--- src/rtl/nalsp_pkg.sv ---
// Types and constants shared by the Annex B NAL unit splitter.
package nalsp_pkg;

	typedef enum logic [1:0] {
		PH_SEEK  = 2'd0,
		PH_UNIT  = 2'd1,
		PH_DRAIN = 2'd2
	} phase_t;

	localparam logic [2:0] SC_SHORT = 3'd3;
	localparam logic [2:0] SC_LONG  = 3'd4;

	localparam logic [7:0] TYPE_MASK = 8'h1f;
	localparam logic [4:0] NAL_IDR   = 5'd5;
	localparam logic [4:0] NAL_SEI   = 5'd6;
	localparam logic [4:0] NAL_SPS   = 5'd7;
	localparam logic [4:0] NAL_PPS   = 5'd8;

	localparam logic [1:0] ST_OK       = 2'd0;
	localparam logic [1:0] ST_NO_START = 2'd1;
	localparam logic [1:0] ST_TOO_MANY = 2'd2;

	localparam logic [5:0]  UNITS_MAX       = 6'd63;
	localparam logic [27:0] FRAME_BYTES_MAX = 28'h0FFFFFFF;
	localparam logic [5:0]  MAX_NALS_RESET  = 6'd10;

	localparam int OUT_DATA_W = 80;

endpackage

--- src/rtl/h264_annexb_nal_splitter.sv ---
// H.264 Annex B start code parser: NAL unit records with frame grouping.
//
// Takes one stream byte per word on s_axis (tlast marks the stream's final byte) and
// emits one record per NAL unit on m_axis when the next 3- or 4-byte start code completes
// or at the final byte. A byte is registered on entry, all parsing and frame accounting
// is one short combinational pass over that register and the parser state, and the record
// lands in an output register, so the block takes one byte every cycle while m_axis keeps
// up; the only loop is the per-byte state update. Units of type SEI, SPS and PPS are carried
// into the frame, any other type closes it (IDR for type 5); reaching the frame unit limit
// gives an error record and restarts the frame count. A stream that does not open with a
// start code gives one error record and is then dropped up to its final byte. All parser
// state returns to reset after the final byte, so a new stream may follow at once.
module h264_annexb_nal_splitter
	import nalsp_pkg::*;
#(
	parameter int LENGTH_BITS          = 24,
	parameter int FRAME_UNIT_LIMIT_MAX = 40
) (
	input  logic        clk,
	input  logic        arst_n,
	input  logic        cfg_we,
	input  logic [5:0]  cfg_wdata,       // max_frame_nals, the frame unit limit, capped at FRAME_UNIT_LIMIT_MAX
	input  logic        s_axis_tvalid,
	output logic        s_axis_tready,
	input  logic [7:0]  s_axis_tdata,    // data_byte
	input  logic        s_axis_tlast,    // last_byte
	output logic        m_axis_tvalid,
	input  logic        m_axis_tready,
	// unit_len[23:0], start_code_size[26:24], header_byte[34:27], unit_type[39:35],
	// frame_end[40], frame_is_idr[41], frame_unit_count[47:42], frame_bytes[75:48], zero pad
	output logic [OUT_DATA_W-1:0] m_axis_tdata,
	output logic [1:0]  m_axis_tuser,    // status
	output logic        m_axis_tlast     // stream_end
);

	localparam int LB = LENGTH_BITS;
	localparam logic [LB-1:0] LEN_MAX = {LB{1'b1}};
	localparam logic [6:0] LIMIT_MAX = 7'(FRAME_UNIT_LIMIT_MAX);

	// configuration
	logic [5:0] max_nals_q;

	// input register
	logic       valid_s1;
	logic [7:0] byte_s1;
	logic       last_s1;

	// parser state
	phase_t         phase_q;
	logic [23:0]    hist_q;
	logic [LB-1:0]  ubc_q;
	logic [2:0]     ccs_q;
	logic [7:0]     hdr_q;
	logic [5:0]     units_q;
	logic [27:0]    fbytes_q;

	// output register
	logic                  out_valid_q;
	logic [OUT_DATA_W-1:0] out_data_q;
	logic [1:0]            out_status_q;
	logic                  out_end_q;

	logic go;

	// next state
	phase_t         phase_d;
	logic [LB-1:0]  ubc_d;
	logic [2:0]     ccs_d;
	logic [7:0]     hdr_d;
	logic [5:0]     units_d;
	logic [27:0]    fbytes_d;

	// record being formed
	logic           emit_unit, emit_err;
	logic [LB-1:0]  em_len;
	logic [2:0]     em_code;
	logic [7:0]     em_hdr;

	logic [LB-1:0]  incl, payload;
	logic [7:0]     h0, h1, h2;
	logic [2:0]     nsz;
	logic [4:0]     utype;
	logic [5:0]     uinc;
	logic [32:0]    fsum;
	logic [27:0]    fsat;
	logic [6:0]     limit;
	logic           over, carry;
	logic           r_fend, r_idr;
	logic [1:0]     r_status;
	logic [5:0]     r_units;
	logic [27:0]    r_fbytes;
	logic [23:0]    r_len24;
	logic           res_valid;

	always_comb begin
		h0 = hist_q[7:0];
		h1 = hist_q[15:8];
		h2 = hist_q[23:16];
		incl = (ubc_q == LEN_MAX) ? LEN_MAX : ubc_q + LB'(1);
		payload = (ubc_q >= LB'(ccs_q)) ? ubc_q - LB'(ccs_q) : '0;
		nsz = (payload >= LB'(3) && h2 == 8'd0) ? SC_LONG : SC_SHORT;

		phase_d  = phase_q;
		ubc_d    = ubc_q;
		ccs_d    = ccs_q;
		hdr_d    = hdr_q;
		emit_unit = 1'b0;
		emit_err  = 1'b0;
		em_len   = '0;
		em_code  = ccs_q;
		em_hdr   = hdr_q;

		unique case (phase_q)
			PH_SEEK: begin
				// leading zeros counted in ubc_q until the 01 byte; a fourth zero fails
				if (ubc_q >= LB'(2) && byte_s1 == 8'd1) begin
					em_code  = (ubc_q == LB'(2)) ? SC_SHORT : SC_LONG;
					phase_d  = PH_UNIT;
					ubc_d    = LB'(em_code);
					ccs_d    = em_code;
					hdr_d    = 8'd0;
					emit_unit = last_s1;
					em_len   = LB'(em_code);
					em_hdr   = 8'd0;
				end else if (byte_s1 == 8'd0 && ubc_q <= LB'(2)) begin
					ubc_d    = incl;
					emit_err = last_s1;
				end else begin
					emit_err = 1'b1;
					phase_d  = PH_DRAIN;
				end
			end
			PH_UNIT: begin
				if (last_s1) begin
					emit_unit = 1'b1;
					em_len   = incl;
					em_hdr   = (payload == '0) ? byte_s1 : hdr_q;
				end else if (byte_s1 == 8'd1 && h0 == 8'd0 && h1 == 8'd0
						&& payload >= LB'(2)) begin
					emit_unit = 1'b1;
					em_len   = (incl == LEN_MAX) ? LEN_MAX : incl - LB'(nsz);
					ubc_d    = LB'(nsz);
					ccs_d    = nsz;
					hdr_d    = 8'd0;
				end else begin
					if (payload == '0) hdr_d = byte_s1;
					ubc_d = incl;
				end
			end
			PH_DRAIN: begin
			end
			default: begin
				phase_d = PH_SEEK;
			end
		endcase

		// frame accounting for a unit record
		utype = em_hdr[4:0] & TYPE_MASK[4:0];
		uinc  = (units_q == UNITS_MAX) ? UNITS_MAX : units_q + 6'd1;
		fsum  = 33'(fbytes_q) + 33'(em_len);
		fsat  = (fsum > 33'(FRAME_BYTES_MAX)) ? FRAME_BYTES_MAX : fsum[27:0];
		limit = ({1'b0, max_nals_q} > LIMIT_MAX) ? LIMIT_MAX : {1'b0, max_nals_q};
		over  = {1'b0, uinc} >= limit;
		carry = (utype == NAL_SEI) || (utype == NAL_SPS) || (utype == NAL_PPS);

		units_d  = units_q;
		fbytes_d = fbytes_q;
		r_fend   = 1'b0;
		r_idr    = 1'b0;
		r_status = ST_OK;
		if (emit_unit) begin
			if (over) begin
				r_status = ST_TOO_MANY;
				units_d  = '0;
				fbytes_d = '0;
			end else if (carry) begin
				units_d  = uinc;
				fbytes_d = fsat;
			end else begin
				r_fend   = 1'b1;
				r_idr    = (utype == NAL_IDR);
				units_d  = '0;
				fbytes_d = '0;
			end
		end

		r_len24  = 24'(em_len);
		r_units  = uinc;
		r_fbytes = fsat;
		res_valid = emit_unit || emit_err;
	end

	assign go = valid_s1 && (!res_valid || !out_valid_q || m_axis_tready);
	assign s_axis_tready = !valid_s1 || go;

	always_ff @(posedge clk or negedge arst_n) begin
		if (!arst_n) begin
			max_nals_q <= MAX_NALS_RESET;
		end else if (cfg_we) begin
			max_nals_q <= cfg_wdata;
		end
	end

	always_ff @(posedge clk or negedge arst_n) begin
		if (!arst_n) begin
			valid_s1 <= 1'b0;
		end else if (s_axis_tready) begin
			valid_s1 <= s_axis_tvalid;
		end
	end

	always_ff @(posedge clk) begin
		if (s_axis_tready && s_axis_tvalid) begin
			byte_s1 <= s_axis_tdata;
			last_s1 <= s_axis_tlast;
		end
	end

	always_ff @(posedge clk or negedge arst_n) begin
		if (!arst_n) begin
			phase_q  <= PH_SEEK;
			hist_q   <= '0;
			ubc_q    <= '0;
			ccs_q    <= '0;
			hdr_q    <= '0;
			units_q  <= '0;
			fbytes_q <= '0;
		end else if (go) begin
			if (last_s1) begin
				// end of stream: all parser state back to reset
				phase_q  <= PH_SEEK;
				hist_q   <= '0;
				ubc_q    <= '0;
				ccs_q    <= '0;
				hdr_q    <= '0;
				units_q  <= '0;
				fbytes_q <= '0;
			end else begin
				phase_q  <= phase_d;
				hist_q   <= {hist_q[15:0], byte_s1};
				ubc_q    <= ubc_d;
				ccs_q    <= ccs_d;
				hdr_q    <= hdr_d;
				units_q  <= units_d;
				fbytes_q <= fbytes_d;
			end
		end
	end

	always_ff @(posedge clk or negedge arst_n) begin
		if (!arst_n) begin
			out_valid_q <= 1'b0;
		end else if (go && res_valid) begin
			out_valid_q <= 1'b1;
		end else if (m_axis_tready) begin
			out_valid_q <= 1'b0;
		end
	end

	always_ff @(posedge clk) begin
		if (go && res_valid) begin
			out_end_q <= last_s1;
			if (emit_err) begin
				out_data_q   <= '0;
				out_status_q <= ST_NO_START;
			end else begin
				out_data_q   <= {4'd0, r_fbytes, r_units, r_idr, r_fend, utype,
					em_hdr, em_code, r_len24};
				out_status_q <= r_status;
			end
		end
	end

	assign m_axis_tvalid = out_valid_q;
	assign m_axis_tdata  = out_data_q;
	assign m_axis_tuser  = out_status_q;
	assign m_axis_tlast  = out_end_q;

endmodule
--- config.mk ---
export PLATFORM = sky130hd
export DESIGN_NAME = h264_annexb_nal_splitter
export DESIGN_NICKNAME = d
export VERILOG_FILES = /design/src/rtl/nalsp_pkg.sv /design/src/rtl/h264_annexb_nal_splitter.sv
export SDC_FILE = /design/constraint.sdc
export NUM_CORES = 1
export LEC_CHECK = 0
export BUFFER_PORTS_ARGS = -buffer_cell sky130_fd_sc_hd__buf_4
export CORE_ASPECT_RATIO = 1.25
export CORE_MARGIN = 2
export CORE_UTILIZATION = 55
export DETAILED_ROUTE_END_ITERATION = 8
export PLACE_DENSITY = 0.85
export SYNTH_ARGS = -nofsm -noshare
export SYNTH_HDL_FRONTEND = slang
export SYNTH_SLANG_ARGS = --single-unit
--- constraint.sdc ---
create_clock -name clk -period 16.35 [get_ports clk]
set_input_delay 0.8175 -clock clk [delete_from_list [all_inputs] [get_ports clk]]
set_output_delay 0.8175 -clock clk [all_outputs]
set_load 0.1 [all_outputs]
# [Word level (Yosys, flattened, before mapping)]
# Index checks and enable logic that the tools add are counted.
[classes] addsub=5 n_lt_le_gt_ge=8 eq_ne=15 muxes=54 bitwise_logic=1 reduce_logical=36
[ops] cell="24-bit 2-to-1 mux" count=10
[ops] cell="28-bit 2-to-1 mux" count=5
[ops] cell="24-bit case mux with 2 select lines" count=2
[ops] cell="24-bit by 2-bit greater-or-equal comparator with 1-bit output, second input constant" count=3
[ops] cell="24-bit == test, second input constant" count=2
[ops] cell="24-bit by 3-bit subtractor with 24-bit output" count=2
[ops] cell="8-bit 2-to-1 mux" count=5
[ops] cell="6-bit 2-to-1 mux" count=6
[ops] cell="8-bit logical NOT" count=4
[ops] cell="8-bit case mux with 2 select lines" count=2
[ops] cell="28-bit by 24-bit adder with 29-bit output" count=1
[ops] cell="29-bit by 28-bit greater-than comparator with 1-bit output, second input constant" count=1
[ops] cell="24-bit by 1-bit adder with 24-bit output, second input constant" count=1
[ops] cell="24-bit by 2-bit == test with 1-bit output, second input constant" count=1
[ops] cell="24-bit by 3-bit greater-or-equal comparator with 1-bit output" count=1
[ops] cell="24-bit by 2-bit <= comparator with 1-bit output, second input constant" count=1
[ops] cell="24-bit logical NOT" count=1
[ops] cell="3-bit 2-to-1 mux" count=7
[ops] cell="5-bit by 3-bit == test with 1-bit output, second input constant" count=3
[ops] cell="1-bit 2-to-1 mux" count=10
[ops] cell="1-bit logical AND" count=9
[ops] cell="3-bit AND reduction" count=3
[ops] cell="8-bit by 1-bit == test with 1-bit output, second input constant" count=1
[ops] cell="2-bit 2-to-1 mux" count=4
[ops] cell="23 further kinds" count=34
[totals] regBits=195 elab_cells=138

# [Longest topological paths before layout]
[logic_depth] word_depth=17 depth_mapped=31 ltp_nobuf=30

# [Least setup slack after synthesis]
# OpenSTA, ideal clock, no wires.
[synth_timing] path_type="flip-flop to flip-flop" startpoint="register ubc_q[0]" endpoint="register out_valid_q (netlist: m_axis_tvalid)" setup_time_ns=0.087 t_arrival_ns=6.947 required_ns=16.263 slack_ns=9.316 stages_incl_launch_ff=14 path_buffers=1 path_cell_list="dfrtp_1 inv_1 ha_1 fa_1 nor2b_1 nor3_1 or2_1 nor4b_1 a41oi_2 o311a_1 nand2b_1 buf_2 a21oi_1 or2_2"
[synth_via] elab_chain_len=14
[synth_lines] element="start, declared" line_no="h264_annexb_nal_splitter.sv:51" text="logic [LB-1:0] ubc_q;"
[synth_lines] element="start signal, assigned" line_no="h264_annexb_nal_splitter.sv:241" text="ubc_q <= ubc_d;"
[synth_lines] element="24-bit by 3-bit subtractor with 24-bit output or 24-bit by 3-bit greater-or-equal comparator with 1-bit output (tied branches)" line_no="h264_annexb_nal_splitter.sv:100" text="payload = (ubc_q >= LB'(ccs_q)) ? ubc_q - LB'(ccs_q) : '0;"
[synth_lines] element="24-bit 2-to-1 mux" line_no="h264_annexb_nal_splitter.sv:100"
[synth_lines] element="24-bit by 2-bit greater-or-equal comparator with 1-bit output" line_no="h264_annexb_nal_splitter.sv:139" text="&& payload >= LB'(2)) begin"
[synth_lines] element="1-bit logical AND" line_no="h264_annexb_nal_splitter.sv:139"
[synth_lines] element="1-bit 2-to-1 mux" line_no="h264_annexb_nal_splitter.sv:138" text="end else if (byte_s1 == 8'd1 && h0 == 8'd0 && h1 == 8'd0"
[synth_lines] element="1-bit 2-to-1 mux" line_no="h264_annexb_nal_splitter.sv:134" text="if (last_s1) begin"
[synth_lines] element="1-bit case mux with 2 select lines" line_no="h264_annexb_nal_splitter.sv:113" text="unique case (phase_q)"
[synth_lines] element="1-bit logical OR (*)" line_no="h264_annexb_nal_splitter.sv:190" text="res_valid = emit_unit || emit_err;"
[synth_lines] element="1-bit logical NOT" line_no="h264_annexb_nal_splitter.sv:193" text="assign go = valid_s1 && (!res_valid || !out_valid_q || m_axis_tready);"
[synth_lines] element="1-bit logical OR (2 in series)" line_no="h264_annexb_nal_splitter.sv:193"
[synth_lines] element="1-bit logical AND" line_no="h264_annexb_nal_splitter.sv:193"
[synth_lines] element="1-bit logical AND (*)" line_no="h264_annexb_nal_splitter.sv:253" text="end else if (go && res_valid) begin"
[synth_lines] element="1-bit 2-to-1 mux or 2-bit nonzero test (tied branches)"
[synth_lines] element="end signal, assigned" line_no="h264_annexb_nal_splitter.sv:252" text="out_valid_q <= 1'b0;"
[synth_lines] element="end signal, assigned" line_no="h264_annexb_nal_splitter.sv:254" text="out_valid_q <= 1'b1;"
[synth_lines] element="end signal, assigned" line_no="h264_annexb_nal_splitter.sv:256" text="out_valid_q <= 1'b0;"
[synth_lines] element="end, declared" line_no="h264_annexb_nal_splitter.sv:58" text="logic out_valid_q;"
# Every way passes the cells marked *; elsewhere a longest branch is shown, timed or not.
# A chain may end at the register's enable or synchronous reset.

# [Worst setup path after layout]
[layout_timing] startpoint="register ubc_q[11]" endpoint="register fbytes_q[5]"
[layout_via] elab_chain_len=17
[layout_lines] element="24-bit by 3-bit subtractor with 24-bit output or 24-bit by 3-bit greater-or-equal comparator with 1-bit output (tied branches)" line_no="h264_annexb_nal_splitter.sv:100"
[layout_lines] element="24-bit 2-to-1 mux" line_no="h264_annexb_nal_splitter.sv:100"
[layout_lines] element="24-bit by 2-bit greater-or-equal comparator with 1-bit output" line_no="h264_annexb_nal_splitter.sv:101" text="nsz = (payload >= LB'(3) && h2 == 8'd0) ? SC_LONG : SC_SHORT;"
[layout_lines] element="1-bit logical AND" line_no="h264_annexb_nal_splitter.sv:101"
[layout_lines] element="3-bit 2-to-1 mux" line_no="h264_annexb_nal_splitter.sv:101"
[layout_lines] element="24-bit by 3-bit subtractor with 24-bit output" line_no="h264_annexb_nal_splitter.sv:141" text="em_len = (incl == LEN_MAX) ? LEN_MAX : incl - LB'(nsz);"
[layout_lines] element="24-bit 2-to-1 mux" line_no="h264_annexb_nal_splitter.sv:141"
[layout_lines] element="24-bit 2-to-1 mux" line_no="h264_annexb_nal_splitter.sv:138"
[layout_lines] element="[... 2 more ...]"
[layout_lines] element="named net em_len[17]" line_no="h264_annexb_nal_splitter.sv:75" text="logic [LB-1:0] em_len;"
[layout_lines] element="28-bit by 24-bit adder with 29-bit output (*)" line_no="h264_annexb_nal_splitter.sv:160" text="fsum = 33'(fbytes_q) + 33'(em_len);"
[layout_lines] element="29-bit by 28-bit greater-than comparator with 1-bit output (*)" line_no="h264_annexb_nal_splitter.sv:161" text="fsat = (fsum > 33'(FRAME_BYTES_MAX)) ? FRAME_BYTES_MAX : fsum[27:0];"
[layout_lines] element="28-bit 2-to-1 mux (*)" line_no="h264_annexb_nal_splitter.sv:161"
[layout_lines] element="28-bit 2-to-1 mux (*)" line_no="h264_annexb_nal_splitter.sv:176" text="end else if (carry) begin"
[layout_lines] element="28-bit 2-to-1 mux (*)" line_no="h264_annexb_nal_splitter.sv:172" text="if (over) begin"
[layout_lines] element="28-bit 2-to-1 mux (*)" line_no="h264_annexb_nal_splitter.sv:171" text="if (emit_unit) begin"
[layout_lines] element="28-bit 2-to-1 mux (*)" line_no="h264_annexb_nal_splitter.sv:229" text="if (last_s1) begin"
[layout_lines] element="end signal, assigned" line_no="h264_annexb_nal_splitter.sv:245" text="fbytes_q <= fbytes_d;"
[layout_lines] element="end, declared" line_no="h264_annexb_nal_splitter.sv:55" text="logic [27:0] fbytes_q;"
# The timed path passes the listed nets; every way through them passes the cells marked *. The select of a mux whose other input is x is not followed.

==> summary.md <==
| Metric | Value |
|---|---|
| Status | `finished, final reports clean` |
| Synth top area share | `0.224` |
| Hold Path Class | `in -> async` |
| Post-CTS setup buffer count | `0` |
| Critical path, cell by cell | `nand3_1 > or2_2 > or4_1 > nand2_1 > ha_1 > a21o_1 > a21o_1 > nor3_1 > nand2b_1 > nor4_1 > nand2_1 > xnor2_1 > nor2_1 > ha_1 > o21a_1 > and3_1 > a21o_1 > a31oi_1 > o211a_1 > o21ai_0 > a21oi_1 > nor3_4 > nor2_1 > o21ai_0` |
| Flops & latches, synth | `186` |
| Hold buffer count at cts | `0` |
| Drt drc | `0` |
| Slew HR | `0.166` |
| Final hold vios | `0` |
| CP arrival | `8490 ps` |
| Die height | `164 um` |
| Fin crit period | `8140 ps` |
| Clk sink count | `186` |
| Avg WL per Cell | `17.8 um` |
| Share of cells above drive strength 1 | `0.143` |
| Least-Margin Pin Slew | `1250 ps` |
| Area grow syn2layout | `13.2%` |
| Dpl hpwl | `19.6 mm` |
| Max frequency | `123 MHz` |
| Setup violators final | `0` |
| Number of port buffers | `100` |
| Total iterations of the first detailed-routing run | `5` |
| WL final | `27.9 mm` |
| Pwr Density | `170 mW/mm2` |
| Num CTS Buffers | `17` |
| Full die area | `0.0217 mm2` |
| Initial antenna violation count | `0` |
| Cells after Synth | `1,223` |
| Worst-path maximum fanout | `24` |
| Starting Density | `0.560` |
| Fin crit share | `0.498` |
| EDFF count, synth | `83` |
| Antenna Cells | `0` |
| Largest net degree at the start of global routing | `79` |
| CP required | `16,700 ps` |
| Async SR Flop Fraction | `0.554` |
| Core area | `0.0202 mm2` |
| Initial DRC Count | `997` |
| Critical path type | `reg -> reg` |
| Global route total overflow | `0` |
| Main synth FF type | `dfrtp_1` |
| Final GP Congestion | `0.929` |
| Post-layout util | `0.634` |
| Die W | `132 um` |
| Seq. cell area | `0.00507 mm2` |
| Max clock buf depth | `2` |
| Post-CTS Resized | `0` |
| CTS root buffer | `clkbuf_16` |
| Critical Path End Type | `flop` |
| CTS H-tree depth | `4` |
| Yosys warning total | `0` |
| MaxCap Viol Count | `0` |
| Number of global-route vias before repair | `9,090` |
| Synth Cell Area | `0.0113 mm2` |
| Synth Area per Inst | `9.24 um2` |
| Top cells by area, synth | `dfrtp_1 22%, edfxtp_1 22%, nand2_1 5.2%` |
| Fillers | `1,628` |
| Vias per cell | `6.16` |
| Non-Filler Instances | `1,565` |
| Clk Latency, worst-skew pair | `440 ps` |
| Nets | `1,346` |
| Final Slew Violations | `0` |
| Post-synthesis sequential area ratio | `0.449` |
| Antenna-violating nets left | `0` |
| Multi-input gate area | `0.00579 mm2` |
| CP most frequent cell | `a21o_1` |
| Post-route total power | `2170 uW` |
| Final setup skew | `11.5 ps` |
| CTS clock-pin slew for the worst setup and hold paths | `70 ps` |
| Critical path's largest stage delay | `890 ps` |
| Via count | `9,636` |
| Sum Neg Setup Slack | `0 ps` |
| Slowest CP cell | `nor3_4` |
| I/O pin cnt | `105` |
| Total GRT Usage | `0.259` |
| Site Rows | `58` |
| CTS tree | `built` |
| LEAKAGE | `0.00557 uW` |
| First-pass GRT wire length | `45.3 mm` |
| Critical path launch point type | `flop` |
| RSZ-0062 raised after global routing | `no` |
| Peak supply drop | `0.000117 V` |
| Dpl cells | `1,533` |
| Number of distinct library cells after synthesis | `80` |
| Synth area leader | `dfrtp_1` |
cells in the mapped netlist (4+ instances only):
master	number
a211o_1	4
a211oi_1	14
a21boi_0	4
a21o_1	32
a21oi_1	40
a22o_1	9
a22oi_1	8
a31oi_1	16
and2_1	24
and3_1	20
and4_1	8
buf_1	9
buf_2	20
buf_4	15
clkbuf_1	29
dfrtp_1	101
edfxtp_1	83
ha_1	41
inv_1	34
mux2_2	11
nand2_1	157
nand2b_1	14
nand3_1	24
nand3b_1	6
nand4_1	18
nand4b_1	7
nor2_1	148
nor2b_1	9
nor3_1	39
nor4_1	17
o211ai_1	9
o21a_1	8
o21ai_0	81
o21ai_1	4
o21bai_1	4
o31ai_1	26
or2_2	5
or3_1	4
or4_1	4
xnor2_1	31
xor2_1	24
worst max-delay path: cells and delay by family (launching register included):
| family | cells | cell delay (ps) |
|---|---|---|
| AOI/OAI and AO/OA | 9 | 1950 |
| xor gates and xnor gates | 1 | 250 |
| adders and majority gates | 2 | 650 |
| DFF | 1 | 650 |
| and+or+nand+nor | 12 | 4510 |
through the flow:
step | cell area [um2] | hold WS [ps] | worst slack (ps)
2_1_floorplan | 11300 | 440 | 9320
3_3_place_gp | 12200 | 463 | 8840
3_5_place_dp | 12200 | 472 | 8470
4_1_cts | 12800 | 293 | 8310
5_1_grt | 12800 | 303 | 7720
6_report | 12800 | 285 | 8210
final cells by class:
cell class,instances,area share
Clock inverter,15,0.0157
Multi-Input combinational cell,932,0.453
Sequential cell,186,0.397
Inverter,34,0.00998
Timing Repair Buffer,111,0.0652
Tap cell,270,0.0264
Clock buffer,17,0.0333
path summary, 6_finish.rpt:
kind / from / end / slack [ps] / depth (start not counted)
setup / recovery: ubc_q[11] / fbytes_q[5] / 8210 / 24
hold / removal: arst_n / ubc_q[18] / 280 / 1
setup reg to reg: ubc_q[11] / fbytes_q[5] / 8210 / 24
hold reg to reg: hist_q[22] / hist_q[22] / 490 / 2
max in group asynchronous: arst_n / fbytes_q[4] / 14700 / 2
min in group clk: hist_q[22] / hist_q[22] / 490 / 2
routing by layer:
metal	vias up	wire, um	global-route usage
met5	-	0	0
met4	0	937	0.116
met3	75	1600	0.0398
met2	408	13900	0.446
met1	4622	11400	0.325
li1	4531	-	-
report_power, final:
group / total [uW] / switching [uW] / internal [uW] / leakage [uW]
Sequential: 625 / 41.2 / 584 / 0.00222
Clock: 427 / 205 / 222 / 0.000304
Combinational: 1120 / 837 / 280 / 0.00305
flip-flops by register name, summed over array words and instances (netlist names):
name	flops
byte_s1	8
ccs_q	3
fbytes_q	28
hdr_q	8
hist_q	24
last_s1	1
m_axis_tdata	71
m_axis_tlast	1
m_axis_tuser	2
m_axis_tvalid	1
max_nals_q	6
phase_q	2
ubc_q	24
units_q	6
valid_s1	1
kinds of logic after synthesis:
kind of cell / after synthesis / share of synthesized area
DFF: 186 / 0.449
AOI/OAI and AO/OA: 294 / 0.176
other: 1 / 0.000332
xor gates and xnor gates: 55 / 0.0426
adders and majority gates: 44 / 0.0507
buffers and inverters: 108 / 0.0432
and+or+nand+nor: 521 / 0.225
muxes: 14 / 0.0136
placed cells by master (no fill, tap or decap), types with 18 or more instances in the layout:
cell / instances
a21o_1: 32
ha_1: 41
a21oi_1: 39
inv_1: 34
and3_1: 20
xor2_1: 24
xnor2_1: 31
o31ai_1: 26
and2_1: 24
nand2_1: 157
dfrtp_1: 101
nand4_1: 18
buf_4: 111
o21ai_0: 80
nor2_1: 148
edfxtp_1: 83
nand3_1: 24
nor3_1: 38
Note: power is estimated with default switching activity, not from simulation.
